<file path="src/rtl/core/bfr_pkg.sv">
// Package for the bitmap font text renderer: glyph geometry, font store sizing,
// request op codes, configuration register indexes and the address unit control struct.
// No dependencies.
`default_nettype none
package bfr_pkg;

	localparam int GLYPH_HEIGHT = 16;
	localparam int GLYPH_WIDTH  = 8;
	localparam int FONT_BYTES   = 4096;

	localparam int FONT_AW  = $clog2(FONT_BYTES);
	localparam int ROW_W    = $clog2(GLYPH_HEIGHT);
	localparam int FIRST_W  = 16;
	localparam int CODE_W   = 8;
	localparam int POS_W    = 11;
	localparam int DIM_W    = 12;
	localparam int ADDR_W   = 32;
	localparam int COLOR_W  = 8;
	localparam int PROD_W   = POS_W + DIM_W;
	localparam int CFG_IW   = 2;

	localparam logic [DIM_W-1:0]   WIDTH_RST  = DIM_W'(800);
	localparam logic [DIM_W-1:0]   HEIGHT_RST = DIM_W'(600);
	localparam logic [ADDR_W-1:0]  BASE_RST   = 32'h000A_0000;
	localparam logic [COLOR_W-1:0] CURSOR_COLOR = COLOR_W'(15);

	typedef enum logic [1:0] {
		OP_LOAD       = 2'd0,
		OP_PUT_CURSOR = 2'd1,
		OP_PUT_POS    = 2'd2,
		OP_NONE       = 2'd3
	} bfr_op_t;

	typedef enum logic [CFG_IW-1:0] {
		CFG_WIDTH  = 2'd0,
		CFG_HEIGHT = 2'd1,
		CFG_BASE   = 2'd2
	} bfr_cfg_t;

	typedef struct packed {
		logic mul;
		logic sum;
		logic step;
	} bfr_addr_ctl_t;

endpackage
`default_nettype wire

</file>
<file path="src/rtl/core/bfr_row_addr.sv">
// Row address unit: forms base + y*width + x for the first glyph row,
// then steps one framebuffer line per row. Depends on bfr_pkg.
`default_nettype none
module bfr_row_addr (
	input  wire                          clk,
	input  bfr_pkg::bfr_addr_ctl_t       ctl,
	input  wire [bfr_pkg::POS_W-1:0]     pos_x,
	input  wire [bfr_pkg::POS_W-1:0]     pos_y,
	input  wire [bfr_pkg::DIM_W-1:0]     screen_width,
	input  wire [bfr_pkg::ADDR_W-1:0]    frame_base,
	output logic [bfr_pkg::ADDR_W-1:0]   row_address
);
	import bfr_pkg::*;

	logic [PROD_W-1:0] prod_s1;
	logic [ADDR_W-1:0] addr_q;

	always_ff @(posedge clk) begin
		if (ctl.mul) begin
			prod_s1 <= PROD_W'(pos_y) * PROD_W'(screen_width);
		end
		if (ctl.sum) begin
			addr_q <= frame_base + ADDR_W'(prod_s1) + ADDR_W'(pos_x);
		end else if (ctl.step) begin
			addr_q <= addr_q + ADDR_W'(screen_width);
		end
	end

	assign row_address = addr_q;

endmodule
`default_nettype wire

</file>
<file path="config.mk">
export PLATFORM = sky130hd
export DESIGN_NAME = bfr_row_addr
export DESIGN_NICKNAME = d
export VERILOG_FILES = /design/src/rtl/core/bfr_pkg.sv /design/src/rtl/core/bfr_row_addr.sv
export SDC_FILE = /design/constraint.sdc
export NUM_CORES = 1
export LEC_CHECK = 0
export BUFFER_PORTS_ARGS = -buffer_cell sky130_fd_sc_hd__buf_4
export CAP_MARGIN = 20
export CORE_UTILIZATION = 43
export DETAILED_ROUTE_END_ITERATION = 8
export SLEW_MARGIN = 20
export SYNTH_ARGS = -nofsm -noshare
export SYNTH_HDL_FRONTEND = slang
export SYNTH_SLANG_ARGS = --single-unit
</file>
<file path="constraint.sdc">
create_clock -name clk -period 6.4 [get_ports clk]
set_input_delay 1.28 -clock clk [delete_from_list [all_inputs] [get_ports clk]]
set_output_delay 1.28 -clock clk [all_outputs]
set_load 0.005 [all_outputs]
</file>
==> results.toml, run 1 <==
[status]
outcome = "completed"

[timing]
period_share_pct = 95.50
slew_headroom_pct = 46.99
finalHoldViolCount = 0
period_minus_slack_ns = 6.112
tightest_slew_ns = 0.7952
setup_viol = 0
maxSlewViolCount = 0
max_freq_ghz = 0.1636
clock_skew_ns = 0.004637
rsz0062_at_grt = "no"
tns_ns = 0

[power_and_ir_drop]
seq_power_share_pct = 17.5
p_int_w = 0.002437
comb_power_share_pct = 76.2
p_sw_share_pct = 45.90
clkPwrFrac_pct = 6.4
ir_drop_mv = 0.2565
leakage_nw = 4.933
pwr_density_cell_nw_per_um2 = 436.3
p_switching_w = 0.002068

[worst_setup_path]
startpoint_type = "input port"
crit-reg2reg-launch = "prod_s1[1]$_DFFE_PP_"
worstPathRequired_ns = 6.46
worstPathMaxFanout = 11
r2r_setup_slack_ns = 2.95
path_class = "input port to register"
reg2reg_to = "row_address[29]$_DFFE_PP_"
arrival_ns = 6.17
crit_path_end_kind = "register"
r2r_cells = 12

[grt]
antenna_found_initial = 0
grt_max_degree = 59
grt.met1_usage_pct = 28.55
grt-busiest-layer = "met2"
grt_pass1_wl_mm = 34.91
grt_pass1_vias = 7070
met3_usage_pct = 1.379
overflow = 0
use_met2_pct = 35.96
grt_usage_pct = 20.67

[synth]
synth_edf_count = 55
synth_cell_types = 53
synthArstFlopShare_pct = 0
synthTopCellsByArea = "fa_1, edfxtp_1, ha_1, inv_1, and2_1"
syn_inst = 972
synth_top_cell_by_area = "fa_1"
syn_nets = 1252
yosys_warnings = 0
yosys-top-cells-count = "inv_1, ha_1, nand2_1"
synth_area_per_cell_um2 = 9.125
netlist_area_um2 = 8870
ys_ff_latch = 55
synth_top_area_share_pct = 23.02
synth_ff_type = "edfxtp_1"
synth_seq_area_share_pct = 18.62
yosysMostFrequentCell = "inv_1"

[clock_tree]
clockBufferDepth = 2
hold_buffers = 0
htree_levels = 2
worstSkewPairLatency_ns = 0.30
cts_made_buffers = 5
cts_tree = "built"
clock_tree.root_cell = "clkbuf_16"
clk_pin_slew_ns = 0.08
clock-sinks = 55

[detailed_routing]
vias_per_cell = 5.140
drt_iter0_markers = 339
wl_mm = 20.77
vias = 6970
wire_per_inst_um = 15.31
dr.pass1.iters = 4
detail-route-antenna-nets = 0
drc = 0

[floorplanning]
start_util_pct = 43.84
coreArea_um2 = 20230
die_area_um2 = 21210
dieWidth_um = 145.6
ioPinCount = 102
rows = 52
chipHeight_um = 145.6

[cells_and_area]
drive_gt1_share_pct = 14.55
fin_nets = 1365
post-route-cell-area_um2 = 10320
area_growth_syn_to_layout_pct = 16.41
diodes = 0

[job]
maxCapViolCount = 0

[place]
gp_congestion = 0.8606
hpwl_mm = 17.53
place_area_um2 = 10130
io_buffers = 101

[worst_hold_path]
hold_start = "row_address[31]$_DFFE_PP_"
hold_path_class = "register to register"
hold_path_end = "row_address[31]$_DFFE_PP_"
holdPathStages = 2
## worst max-delay path by stage
stage / depth (start not counted) / to / startpoint / slack (ns)
2_1_floorplan: 20 / prod_s1[22]$_DFFE_PP_ / screen_width[5] / 0.07
3_3_place_gp: 20 / prod_s1[22]$_DFFE_PP_ / pos_y[5] / -0.1
3_5_place_dp: 20 / prod_s1[22]$_DFFE_PP_ / pos_y[5] / -0.16
4_1_cts: 20 / prod_s1[22]$_DFFE_PP_ / pos_y[5] / 0.16
5_1_grt: 19 / prod_s1[22]$_DFFE_PP_ / pos_y[5] / 0.005
6_report: 19 / prod_s1[22]$_DFFE_PP_ / pos_y[5] / 0.29
## repair_timing
item                                    CTS  global route
setup buffers                             0             1
gates resized for setup                   0             4
endpoints found under the setup margin    0             2
## power groups by stage
stage               Clock [W]  Combinational [W]  Sequential, W
finish               0.000287            0.00343       0.000786
global route         0.000301            0.00390       0.000808
CTS                  0.000292            0.00337       0.000787
detailed placement          0            0.00334       0.000795
global placement            0            0.00332       0.000792
floorplan                   0            0.00250       0.000778
## layout by cell type, fill, tap and decap left out, types with 10 or more instances in the layout
cell        n
nand4_1    11
edfxtp_1   55
ha_1      107
o21a_1     10
nor2_1     48
xnor2_1    47
nor3_1     12
and2_1     70
and3_1     10
nand3_1    19
inv_1     141
xor2_1     24
a21oi_1    44
fa_1      102
o21ai_0    34
a21o_1     18
buf_4     136
nand2_1   105
## flip-flops by register name, summed over array words and instances, names as in the netlist
signal       count
row_address     32
prod_s1         23
## routing by layer
metal / routed length [um] / vias up
met5: 0 / -
met4: 194 / 0
met3: 724 / 12
met2: 9947 / 125
met1: 9900 / 3379
li1: - / 3454
## logic make-up after synthesis
group	Yosys count	synth area share (%)
muxes	7	0.7900
buffers and inverters	171	7.237
and+or+nand+nor	302	16.87
DFF	55	18.62
xor gates and xnor gates	71	7.011
adders and majority gates	210	38.26
AOI/OAI and AO/OA	156	11.21
## final cells by class
cell class	instances	area, um^2
inverters	141	529.3
fillers	1945	9910
multi-input cells	746	6636
clock buffers	5	125.1
flip-flops and latches	55	1652
clock inverters	3	23.77
well taps	270	337.8
repair buffers	136	1021
## critical path, stage by stage
cell       delay [ns]
buf_4            0.12
buf_4            0.17
and2_1           0.18
fa_1             0.50
fa_1             0.56
fa_1             0.44
fa_1             0.54
inv_1            0.05
fa_1             0.52
inv_1            0.04
ha_1             0.36
and3_1           0.20
a221oi_2         0.26
a21oi_2          0.08
nand4_1          0.11
nand4_1          0.19
a2111oi_4        0.33
nor2_1           0.09
xnor2_1          0.12
## through the flow
stage               worst slack, ns  hold slack [ns]  total power [W]  utilization (%)  cells
finish                       0.2882           0.6876         0.004505            51.03   1356
global placement           -0.09999           0.6530         0.004113            50.08   1347
global route               0.005064           0.7366         0.005013            51.03   1356
CTS                          0.1629           0.6959         0.004450            50.82   1355
floorplan                   0.06756           0.6518         0.003279                -    972
detailed placement          -0.1617           0.6745         0.004133            50.08   1347
Power figures use the tool's default switching activity.
==> run 2: changes to the inputs <==
==> constraint.sdc (replaced) <==
create_clock -name clk -period 6.4 [get_ports clk]
set_input_delay 0 -clock clk [delete_from_list [all_inputs] [get_ports clk]]
set_output_delay 0 -clock clk [all_outputs]
set_load 0.005 [all_outputs]
==> run 2 against run 1 <==
Non-clock buffer count fell by 35; worst setup slack improved by 0.98 ns; critical path type unchanged; highest routed layer unchanged; maximum frequency grew 19%; sequential share of layout area is 0.50 points higher; clock-buffer cell count is the same; clock power up 3%; die area is the same; utilization is 1.6 points lower; clock skew grew 0.0037 ns; power is 5.0% lower; final area down 3.1%.
==> results.toml, run 2 (synthesis gave the netlist of run 1 again) <==
[grt]
grt_pass1_wl_mm = 34.31
antenna_found_initial = 0
overflow = 0
grt_max_degree = 59
grt.met1_usage_pct = 26.50
grt_pass1_vias = 7159
grt-busiest-layer = "met2"
met3_usage_pct = 1.850
grt_usage_pct = 20.11
use_met2_pct = 35.43

[cells_and_area]
nFillCells = 1943
drive_gt1_share_pct = 11.23
mostFrequentLayoutCells = "inv_1, ha_1, nand2_1"
post-route-cell-area_um2 = 10010
fin_nets = 1330
area_growth_syn_to_layout_pct = 12.85
largest_register_ffs = 32
layout_commonest_cell = "inv_1"

[clock_tree]
clock_tree.root_cell = "clkbuf_16"
htree_levels = 2
clockBufferDepth = 2
cts_tree = "built"
ctsResizeCount = 0
worstSkewPairLatency_ns = 0.30
cts_made_buffers = 5
clock-sinks = 55
cts_setup_buffers = 0
clk_pin_slew_ns = 0.08
hold_buffers = 0

[worst_setup_path]
cp_common_cell = "fa_1"
startpoint_type = "input port"
worstPathRequired_ns = 6.46
worstPathMaxFanout = 12
crit_path_end_kind = "register"
cp_slowest_stage_delay_ns = 0.54
crit_buf_inv = 5
crit_family = "adder cells"
arrival_ns = 5.19
slowest_stage = "fa_1"
path_cells = "buf_4 -> and2_1 -> fa_1 -> inv_1 -> fa_1 -> inv_1 -> fa_1 -> fa_1 -> inv_1 -> fa_1 -> inv_1 -> ha_1 -> a21o_1 -> a2111oi_0 -> a21oi_1 -> nand4_1 -> nand4_1 -> a2111oi_0 -> nor2_1 -> xnor2_1"
path_class = "input port to register"

[timing]
setup_viol = 0
finalHoldViolCount = 0
tightest_slew_ns = 0.8032
period_share_pct = 80.24
clock_skew_ns = 0.008293
tns_ns = 0
worst_hold_slack_ns = 0.07562
rsz0062_at_grt = "no"
fin_ws_ns = 1.265
maxSlewViolCount = 0
period_minus_slack_ns = 5.135
slew_headroom_pct = 46.45
max_freq_ghz = 0.1947

[floorplanning]
coreArea_um2 = 20230
chipHeight_um = 145.6
die_area_um2 = 21210
dieWidth_um = 145.6
rows = 52
start_util_pct = 43.84
ioPinCount = 102

[detailed_routing]
wire_per_inst_um = 15.29
dr.pass1.iters = 5
wl_mm = 20.21
vias = 6862
detail-route-antenna-nets = 0
drc = 0
vias_per_cell = 5.191
drt_iter0_markers = 424

[place]
place_area_um2 = 9853
hpwl_mm = 16.74
place_ws_ns = 0.9064
io_buffers = 101
gp_congestion = 0.8224

[status]
outcome = "completed"

[power_and_ir_drop]
ir_drop_mv = 0.2373
leakage_nw = 4.761
pwr_density_cell_nw_per_um2 = 427.7

[job]
maxCapViolCount = 0

[worst_hold_path]
hold_path_class = "input port to register"
-- run 2: worst paths after layout --
kind | start | end | slack, ns | depth (start not counted)
worst min register to register | row_address[31]$_DFFE_PP_ | row_address[31]$_DFFE_PP_ | 0.69 | 2
worst max register to register | prod_s1[1]$_DFFE_PP_ | row_address[31]$_DFFE_PP_ | 2.95 | 12
worst max-delay path | screen_width[5] | prod_s1[22]$_DFFE_PP_ | 1.26 | 20
worst min-delay path | frame_base[31] | row_address[31]$_DFFE_PP_ | 0.08 | 3
-- run 2: cell type report --
cell class	count	area, um^2	area share (%)
diodes	1	2.502	0.02500
clock buffers	5	125.1	1.250
clock inverters	3	28.78	0.2875
inverters	141	529.3	5.288
multi-input cells	746	6576	65.70
flip-flops and latches	55	1652	16.50
well taps	270	337.8	3.375
repair buffers	101	758.2	7.575
-- run 2: tightest hold or removal path, cell delays in order --
cell and delay (ns):
buf_4 0.08, xor2_1 0.05, mux2i_1 0.12
-- run 2: through the flow --
stage / util, % / std cells / total power, W
6_report: 49.47 / 1322 / 0.004281
5_1_grt: 49.46 / 1321 / 0.004772
4_1_cts: 49.46 / 1321 / 0.004315
3_5_place_dp: 48.70 / 1313 / 0.003988
3_3_place_gp: 48.70 / 1313 / 0.003971
2_1_floorplan: - / 972 / 0.003232
-- run 2: report_power, final --
group          internal, W  switching, W  leakage [nW]
clock network     0.000150      0.000147        0.0759
logic              0.00145       0.00174          4.14
registers         0.000685      0.000102         0.550
-- run 2: metal layers --
layer / vias to the layer above / part of all wire, %
met5: - / 0
met3: 19 / 3.0
li1: 3382 / -
met4: 0 / 1.8
met2: 132 / 49
met1: 3329 / 46
